### src/gbat_pkg.sv
// shared constants, types and helpers of the group-by aggregation table
// no dependencies
package gbat_pkg;

  localparam int NUM_GROUPS = 64;
  localparam int MAX_SLOTS  = 4;
  localparam int GIDX_W     = $clog2(NUM_GROUPS);
  localparam int TOT_W      = $clog2(NUM_GROUPS + 1);
  localparam int SLOT_W     = (MAX_SLOTS > 1) ? $clog2(MAX_SLOTS) : 1;
  localparam int KEY_W      = 64;
  localparam int VAL_W      = 32;
  localparam int SUM_W      = 48;
  localparam int CNT_W      = 32;
  localparam int NCNT_W     = 3;
  localparam int FUNCS_W    = 12;
  localparam int CFG_IDX_W  = 2;
  localparam int CFG_DATA_W = 12;

  localparam logic [CFG_IDX_W-1:0] REG_AGG_COUNT = 2'd0;
  localparam logic [CFG_IDX_W-1:0] REG_AGG_FUNCS = 2'd1;

  localparam logic [2:0] FN_SUM   = 3'd0;
  localparam logic [2:0] FN_AVG   = 3'd1;
  localparam logic [2:0] FN_COUNT = 3'd2;
  localparam logic [2:0] FN_MIN   = 3'd3;
  localparam logic [2:0] FN_MAX   = 3'd4;

  typedef struct packed {
    logic signed [SUM_W-1:0] sum;
    logic signed [VAL_W-1:0] mn;
    logic signed [VAL_W-1:0] mx;
    logic [CNT_W-1:0]        cnt;
  } slot_acc_t;

  typedef slot_acc_t [MAX_SLOTS-1:0] acc_row_t;

  typedef struct packed {
    logic                                is_flush;
    logic [KEY_W-1:0]                    key;
    logic [MAX_SLOTS-1:0][VAL_W-1:0]     val;
    logic [MAX_SLOTS-1:0]                present;
  } cmd_t;

  typedef struct packed {
    logic [NCNT_W-1:0]  n;
    logic [FUNCS_W-1:0] funcs;
  } cfg_t;

  // codes above max act as count
  function automatic logic [2:0] slot_func(input logic [FUNCS_W-1:0] funcs,
                                           input logic [SLOT_W-1:0] k);
    logic [2:0] f;
    f = funcs[3*k +: 3];
    return (f > FN_MAX) ? FN_COUNT : f;
  endfunction

endpackage

### src/gbat_if.sv
// channel interfaces of the group-by aggregation table
// depends on gbat_pkg
interface gbat_in_if;
  logic                          valid;
  logic                          ready;
  logic                          req_type;
  logic [gbat_pkg::KEY_W-1:0]    group_key;
  logic signed [gbat_pkg::VAL_W-1:0] value_0;
  logic signed [gbat_pkg::VAL_W-1:0] value_1;
  logic signed [gbat_pkg::VAL_W-1:0] value_2;
  logic signed [gbat_pkg::VAL_W-1:0] value_3;
  logic [3:0]                    value_present;
  modport source(output valid, req_type, group_key, value_0, value_1, value_2, value_3,
                 value_present, input ready);
  modport sink(input valid, req_type, group_key, value_0, value_1, value_2, value_3,
               value_present, output ready);
endinterface


### src/gbat_front.sv
// front end: accepts beats, classifies them into commands, two-entry queue
// depends on gbat_pkg, gbat_if
module gbat_front (
  input  logic           clk,
  input  logic           rst_n,
  gbat_in_if.sink        in_ch,
  output logic           cmd_valid,
  output gbat_pkg::cmd_t cmd,
  input  logic           cmd_ready
);
  gbat_pkg::cmd_t q_r [2];
  logic       wr_ptr_r, rd_ptr_r;
  logic [1:0] fill_r;
  logic       push, pop;
  gbat_pkg::cmd_t cin;

  assign in_ch.ready = (fill_r != 2'd2);
  assign push = in_ch.valid && in_ch.ready;
  assign cmd_valid = (fill_r != 2'd0);
  assign pop = cmd_valid && cmd_ready;
  assign cmd = q_r[rd_ptr_r];

  always_comb begin
    cin.is_flush = in_ch.req_type;
    cin.key      = in_ch.group_key;
    cin.val[0]   = in_ch.value_0;
    cin.val[1]   = in_ch.value_1;
    cin.val[2]   = in_ch.value_2;
    cin.val[3]   = in_ch.value_3;
    cin.present  = in_ch.value_present;
  end

  always_ff @(posedge clk) begin
    if (push) q_r[wr_ptr_r] <= cin;
    if (!rst_n) begin
      wr_ptr_r <= 1'b0;
      rd_ptr_r <= 1'b0;
      fill_r   <= 2'd0;
    end else begin
      if (push) wr_ptr_r <= ~wr_ptr_r;
      if (pop) rd_ptr_r <= ~rd_ptr_r;
      fill_r <= fill_r + {1'b0, push} - {1'b0, pop};
    end
  end
endmodule

### src/flat_wrapper.sv
// flat-port wrapper written by rule: the top's interface ports become plain ports
module gbat_front_flat 
  (clk, rst_n, cmd_valid, cmd, cmd_ready, in_ch_valid, in_ch_req_type, in_ch_group_key, in_ch_value_0, in_ch_value_1, in_ch_value_2, in_ch_value_3, in_ch_value_present, in_ch_ready);
  gbat_in_if in_ch_i ();
  input  logic clk;
  input  logic rst_n;
  output logic cmd_valid;
  output gbat_pkg::cmd_t cmd;
  input  logic cmd_ready;
  input wire logic [$bits(in_ch_i.valid)-1:0] in_ch_valid;
  input wire logic [$bits(in_ch_i.req_type)-1:0] in_ch_req_type;
  input wire logic [$bits(in_ch_i.group_key)-1:0] in_ch_group_key;
  input wire logic [$bits(in_ch_i.value_0)-1:0] in_ch_value_0;
  input wire logic [$bits(in_ch_i.value_1)-1:0] in_ch_value_1;
  input wire logic [$bits(in_ch_i.value_2)-1:0] in_ch_value_2;
  input wire logic [$bits(in_ch_i.value_3)-1:0] in_ch_value_3;
  input wire logic [$bits(in_ch_i.value_present)-1:0] in_ch_value_present;
  output wire logic [$bits(in_ch_i.ready)-1:0] in_ch_ready;
  assign in_ch_i.valid = in_ch_valid;
  assign in_ch_i.req_type = in_ch_req_type;
  assign in_ch_i.group_key = in_ch_group_key;
  assign in_ch_i.value_0 = in_ch_value_0;
  assign in_ch_i.value_1 = in_ch_value_1;
  assign in_ch_i.value_2 = in_ch_value_2;
  assign in_ch_i.value_3 = in_ch_value_3;
  assign in_ch_i.value_present = in_ch_value_present;
  assign in_ch_ready = in_ch_i.ready;
  gbat_front u_core (.clk(clk), .rst_n(rst_n), .in_ch(in_ch_i), .cmd_valid(cmd_valid), .cmd(cmd), .cmd_ready(cmd_ready));
endmodule
### config.mk
export PLATFORM = sky130hd
export DESIGN_NAME = gbat_front_flat
export DESIGN_NICKNAME = d
export VERILOG_FILES = /design/src/gbat_pkg.sv /design/src/gbat_if.sv /design/src/gbat_front.sv /design/src/flat_wrapper.sv
export SDC_FILE = /design/constraint.sdc
export NUM_CORES = 1
export LEC_CHECK = 0
export BUFFER_PORTS_ARGS = -buffer_cell sky130_fd_sc_hd__buf_2
export CORE_ASPECT_RATIO = 1.4
export CORE_MARGIN = 3
export CORE_UTILIZATION = 56
export CTS_CLUSTER_DIAMETER = 40
export CTS_CLUSTER_SIZE = 8
export DETAILED_ROUTE_END_ITERATION = 8
export PLACE_DENSITY = 0.95
export SLEW_MARGIN = 20
export SYNTH_ARGS = -nofsm -noshare
export SYNTH_HDL_FRONTEND = slang
export SYNTH_SLANG_ARGS = --single-unit
### constraint.sdc
create_clock -name clk -period 20.2 [get_ports clk]
set_input_delay 0 -clock clk [delete_from_list [all_inputs] [get_ports clk]]
set_output_delay 0 -clock clk [all_outputs]
set_load 0.03 [all_outputs]
# ---- Word-level counts from Yosys, hierarchy flattened
# Memories as Yosys holds them, arrays and structs flattened. A register that Yosys moved wholly into a read port is not among the register bits.
# Index checks and enable logic that the tools add are counted.
dict set report word_totals {
  mem_bits_rw 394
  n_memories 1
  register_bits 4
  input_bits 201
}
# memory words width read_ports rd_ports_with_merged_regs wr line
set memory_table {}
lappend memory_table {u_core.q_r 2 197 1 1 1 gbat_front.sv:11} ;# gbat_pkg::cmd_t q_r [2];
dict set report classes {
  bitwise_logic 2
  n_eq_ne 1
  n_reduce_logical 3
  mux 4
  addsub 2
}
# op n
set op_table {}
lappend op_table {{2-to-1 mux 1 bit} 4}
lappend op_table {{adder 2 x 1 -> 2 bit} 1}
lappend op_table {{logical AND 1 bit} 2}
lappend op_table {{!= test 2 bit (second input constant)} 1}
lappend op_table {{inverter 1 bit} 2}
lappend op_table {{nonzero test 2 bit} 1}
lappend op_table {{subtractor 2 x 1 -> 2 bit} 1}

# ---- Longest topological paths before layout
# Gate-level depths: netlist (run 1).
dict set report depth {
  word_depth 4
  mapped_depth 7
  depth_no_buf 7
}

# ---- Worst setup path after synthesis (run 1)
# OpenSTA, ideal clock, no wires.
dict set report synth_path {
  kind {flip-flop to flip-flop}
  startpoint {register u_core.fill_r[0]}
  endpoint {memory u_core.q_r[0][0] in the netlist's numbering, enable pin}
  path_slack_ns 9.878
  n_path_buf 0
  required_time_ns 19.420
  stages_incl_launch_ff 4
  period_less_slack_ns 10.322
  setup_time_ns 0.780
  arrival_ns 9.542
  path_cell_list {dfxtp_1 nand2b_1 and2_1 nor2b_1}
}
dict set report synth_between {
  elab_chain_cells 4
}
# item line
set synth_lines {}
lappend synth_lines {{from (decl)} gbat_front.sv:13} ;# logic [1:0] fill_r;
lappend synth_lines {{from (signal assigned)} gbat_front.sv:42} ;# fill_r <= fill_r + {1'b0, push} - {1'b0, pop};
lappend synth_lines {{!= test 2 bit} gbat_front.sv:17} ;# assign in_ch.ready = (fill_r != 2'd2);
lappend synth_lines {{net in_ch_ready} flat_wrapper.sv:18} ;# output wire logic [$bits(in_ch_i.ready)-1:0] in_ch_ready;
lappend synth_lines {{logical AND 1 bit} gbat_front.sv:18} ;# assign push = in_ch.valid && in_ch.ready;
lappend synth_lines {{net u_core.push} gbat_front.sv:14} ;# logic push, pop;
lappend synth_lines {{2-to-1 mux 1 bit} gbat_front.sv:34} ;# if (push) q_r[wr_ptr_r] <= cin;
lappend synth_lines {{2-to-1 mux 1 bit (not written as such)} gbat_front.sv:34}
lappend synth_lines {{to (decl)} gbat_front.sv:11}
# The timed path passes the listed nets, and every way through them passes these cells.

==> flow_summary.yaml, run 1 <==
status:
  status: "finished, final reports clean"
floorplanning:
  die_x_um: 144
  core_area_mm2: 0.0263
  rows: 70
  die_y_um: 200
  die_area_mm2: 0.0288
  start_util: 0.570
  io_pins: 400
detailed_routing:
  via_per_inst: 5.42
  drt_iter0_markers: 571
  wl_mm: 41.0
  drcViolationCount: 0
  postRouteAntennaNets: 0
  vias: 8818
  drt_first_pass_iters: 5
  post_drt_wl_per_cell_um: 25.2
clock_tree:
  root_buffer: "clkbuf_16"
  cts_max_path_buffers: 3
  h-tree-depth: 2
  post_cts_buffers: 0
  cts_buffers: 57
  clk_latency_ns: 0.56
  cts_hold_buf: 201
  clock_sinks: 399
  clkSlewWorstSetupHoldPaths_ns: 0.05
  cts_tree: "yes"
  cts_resized: 0
pwr:
  power_mw: 2.85
  p_leak_nw: 8.18
  ir_drop_mv: 0.108
  power.density_mw_per_mm2: 136
synth:
  synth_edf_count: 394
  syn_area_mm2: 0.0150
  async_flop_share: 0
  syn_nets: 843
  synth.area.top_cells: "edfxtp_1, mux2_4, mux2_2"
  yosysSeqAreaShare: 0.796
  synth.most_common_cell: "edfxtp_1"
  ys_warn_count: 0
  ys_seq_elements: 399
  synthCells: 640
  netlist-cell-type-count: 21
  synth_top_area_cell: "edfxtp_1"
  postSynthAreaPerCell_um2: 23.4
  synthFlopType: "edfxtp_1"
  synth_top_area_frac: 0.789
  synthTopCellsByCount: "edfxtp_1, mux2_4, mux2_2"
worst_setup_path:
  crit_required_ns: 20.20
  critPathMaxStageDelay_ns: 0.94
  critical_path_class: "register to primary output"
  critPathTopFamily: "buffers and inverters"
  cp.arrival_ns: 3.49
  critPathSlowestCell: "buf_4"
  crit_path_max_fanout: 58
  endpoint_kind: "primary output"
  crit_path_start_kind: "register"
  cp.buffers_inverters: 3
  path_cells: "buf_4 -> buf_4 -> mux2_4 -> buf_2"
  cp_common_cell: "buf_4"
final_layout:
  n_fill_cell: 1251
  areaGrowthSynthToFinish_pct: 39.1
  final_core_util: 0.794
  drive_gt1_frac: 0.513
  seq_area_mm2: 0.0119
  final_cells: 1628
  nNetsFinal: 1486
  multiInputGateArea_mm2: 0.00285
  final_area_mm2: 0.0209
timing:
  clock_skew_ns: 0.0170
  period_share: 0.173
  slew_violations: 0
  setup_viol: 0
  tns_ns: 0
  rsz0062_at_grt: "no"
  relSlewSlack: 0.261
  finalHoldViolations: 0
  min_period_ns: 3.49
  fmax_ghz: 0.287
  worstMarginPinSlew_ns: 1.11
grt:
  antenna_found_initial: 7
  grt_pass1_wl_mm: 58.4
  grt_pass1_vias: 9767
  grt_max_degree: 198
  grt_use_total: 0.276
  grt.overflow.total: 0
job:
  max_cap_viol_count: 0
placement:
  portBuffers: 399
  place_inst: 1347
  post_dp_cell_area_mm2: 0.0173
  hpwl_mm: 21.1
  gp_congestion: 0.800
min_path:
  hp-class: "input port to register"
[through the flow]
| step | setup slack (ns) | hold WS (ns) |
|---|---|---|
| global placement | 17.47 | 0.187 |
| finish | 16.71 | 0.173 |
| CTS | 16.76 | 0.145 |
| floorplan | 9.88 | 0.0989 |
| detailed placement | 17.36 | 0.191 |
| global route | 16.60 | 0.154 |
[layer usage]
metal	share of wire	global-route usage	vias up	routed length (µm)
met2	0.57	0.518	447	23200
met3	0.061	0.0555	104	2500
met4	0.041	0.124	8	1670
met5	0.0013	0	-	55
met1	0.33	0.296	4435	13600
li1	-	-	3824	-
[worst register-to-register path, cell delays in order (launching register included)]
cell	delay, ns
dfxtp_1	0.38
nand2b_1	0.21
and3_4	0.79
buf_4	0.94
[registers in the layout (all words and copies together) (netlist names), named ones only]
register         cells
u_core.q_r         394
u_core.fill_r        2
u_core.rd_ptr_r      1
u_core.wr_ptr_r      1
[area by class of cell]
type | instances | share of cell area
diodes | 3 | 0.000360
clock buffers | 72 | 0.0731
clock inverters | 5 | 0.00264
inverters | 3 | 0.000540
multi-input cells | 216 | 0.137
flip-flops and latches | 399 | 0.572
well taps | 324 | 0.0194
repair buffers | 606 | 0.195
[power by group]
group | switching (mW) | leakage [nW] | internal [mW]
clock | 0.328 | 0.768 | 0.530
sequential | 0.0488 | 3.72 | 1.05
combinational | 0.547 | 3.70 | 0.338
[worst paths after layout]
kind / endpoint / slack, ns / from / cells past startpoint
hold reg to reg: register / 0.52 / u_core.rd_ptr_r$_SDFFE_PN0P_ / 2
hold / removal: u_core.q_r[0][158]$_DFFE_PP_ / 0.17 / in_ch_group_key[26] / 2
setup / recovery: cmd[121] / 16.71 / register / 4
setup reg to reg: u_core.q_r[1][162]$_DFFE_PP_ / 17.40 / u_core.fill_r[0]$_SDFF_PN0_ / 3
[cells in the final DEF (no fill, tap or decap)]
cell	n
nand4b_1	1
dfxtp_4	1
dfxtp_1	4
o21ai_0	1
clkinv_4	1
mux2_4	130
xnor2_1	1
mux2_2	67
or2_2	1
buf_2	399
nor2_1	3
o21a_1	1
nor3_1	1
bufinv_16	1
and3_4	1
edfxtp_1	394
inv_1	3
clkbuf_16	59
xor2_1	1
buf_4	5
buf_12	1
nand2_1	1
inv_6	1
clkinv_1	2
nand2b_1	1
dlygate4sd3_1	201
nor2b_4	1
diode_2	3
and2_1	3
ha_1	2
clkbuf_1	13
[cells by family after synthesis]
kind of cell               after synthesis  synth area share
AOI/OAI and AO/OA                        2          0.000835
xor gates and xnor gates                 2           0.00117
adders and majority gates                2           0.00167
buffers and inverters                   25            0.0148
DFF                                    399             0.796
muxes                                  197             0.181
and+or+nand+nor                         13           0.00484
(Power assumes the default switching activity.)
==> run 2, diff against run 1 <==
CORE_UTILIZATION = 52   (was 56)
PLACE_DENSITY = 0.91   (was 0.95)
clock period = 3.4 ns   (was 20.2 ns; I/O delays follow)
==> run 2 against run 1 <==
Against the previous run:
- sequential share of layout area fell by 0.43 points
- utilization fell by 4.4 points
- clock power rose to 5.8 times the previous value
- clock skew barely moved
- combinational power rose to 6.0 times the previous value
- critical endpoint is now cmd[1]
==> flow_summary.yaml, run 2 (synthesis gave the netlist of run 1 again) <==
detailed_routing:
  drt_iter0_markers: 547
  via_per_inst: 5.14
  drcViolationCount: 0
  vias: 8632
  post_drt_wl_per_cell_um: 23.4
  postRouteAntennaNets: 0
  wl_mm: 39.3
  drt_first_pass_iters: 4
clock_tree:
  h-tree-depth: 2
  root_buffer: "clkbuf_16"
  clkSlewWorstSetupHoldPaths_ns: 0.05
  cts_tree: "yes"
  cts_max_path_buffers: 3
  clock_sinks: 399
  clk_latency_ns: 0.56
  cts_buffers: 57
placement:
  post_dp_cell_area_mm2: 0.0175
  portBuffers: 399
  hpwl_mm: 21.7
  gp_congestion: 0.798
final_layout:
  largest_register_ffs: 394
  largest_register: "u_core.q_r"
  final_cell_mix: "buf_2, edfxtp_1, dlygate4sd3_1"
  n_fill_cell: 1521
  areaGrowthSynthToFinish_pct: 40.2
  nNetsFinal: 1492
  drive_gt1_frac: 0.519
  final_common_cell: "buf_2"
  reg_top3: "u_core.q_r: 394 flops, u_core.fill_r: 2 flops"
  final_area_mm2: 0.0210
  final_core_util: 0.750
grt:
  grt.overflow.total: 0
  grt_use_total: 0.249
  grt_pass1_vias: 9685
  grt_pass1_wl_mm: 56.8
  antenna_found_initial: 7
  grt_max_degree: 149
pwr:
  power_mw: 16.8
  ir_drop_mv: 0.679
  power.density_mw_per_mm2: 801
  p_leak_nw: 8.22
floorplanning:
  die_x_um: 149
  die_y_um: 207
  die_area_mm2: 0.0309
  rows: 72
  start_util: 0.535
  io_pins: 400
  core_area_mm2: 0.0280
worst_setup_path:
  crit_required_ns: 3.40
  critical_path_class: "register to primary output"
  crit_path_start_kind: "register"
  cp.arrival_ns: 2.37
  crit_path_max_fanout: 45
  endpoint_kind: "primary output"
timing:
  min_period_ns: 2.37
  relSlewSlack: 0.406
  setup_viol: 0
  period_share: 0.698
  slew_violations: 0
  hold_slack_ns: 0.162
  fmax_ghz: 0.421
  clock_skew_ns: 0.0165
  worstMarginPinSlew_ns: 0.891
  rsz0062_at_grt: "no"
  finalHoldViolations: 0
min_path:
  hp-class: "input port to register"
job:
  max_cap_viol_count: 0
status:
  status: "finished, final reports clean"
## run 2: path summary, 6_finish.rpt
kind	from	slack, ns	cells after the start	endpoint
setup / recovery	register	1.03	3	cmd[1]
hold / removal	in_ch_value_2[5]	0.16	2	u_core.q_r[1][73]$_DFFE_PP_
setup reg to reg	u_core.fill_r[1]$_SDFF_PN0_	1.39	6	u_core.fill_r[0]$_SDFF_PN0_
hold reg to reg	u_core.rd_ptr_r$_SDFFE_PN0P_	0.54	2	register
## run 2: power by group
| group | switching (mW) | internal, mW | leakage, nW |
|---|---|---|---|
| sequential | 0.311 | 6.25 | 3.72 |
| combinational | 3.25 | 2.07 | 3.76 |
| clock | 1.94 | 3.02 | 0.744 |
| total | 5.50 | 11.3 | 8.22 |
## run 2: timing repair
action,CTS,global route
hold endpoints to repair,399,0
hold buffers,201,0
gates resized for setup,0,0
endpoints found under the setup margin,0,0
buffers inserted,0,0
## run 2: layout make-up
type / count / area (µm²) / share of cell area
Inverter: 3 / 11.3 / 0.000536
Tap cell: 370 / 463 / 0.0220
Multi-Input combinational cell: 216 / 2860 / 0.136
Clock inverter: 4 / 37.5 / 0.00179
Clock buffer: 69 / 1490 / 0.0710
Antenna cell: 6 / 15.0 / 0.000715
Sequential cell: 399 / 11900 / 0.568
Timing Repair Buffer: 612 / 4200 / 0.200
## run 2: worst max-delay path, cell delays in order (launching register included)
cell and delay [ns]:
dfxtp_4 0.80, buf_12 0.36, mux2_2 0.39, buf_2 0.19
## run 2: routing by layer
layer | GRT usage | up-vias | routed length, µm
met5 | 0 | - | 7
met1 | 0.254 | 4254 | 12900
met2 | 0.464 | 417 | 21700
met3 | 0.0566 | 124 | 2450
li1 | - | 3835 | -
met4 | 0.144 | 2 | 2290
## run 2: per-stage QoR
step / cells / TNS, ns / setup WS, ns
after floorplan: 640 / -127.97 / -0.649
after global placement: 1399 / 0 / 1.52
after detailed placement: 1399 / 0 / 1.46
after CTS: 1673 / 0 / 0.968
after global routing: 1679 / 0 / 0.909
final: 1679 / 0 / 1.03
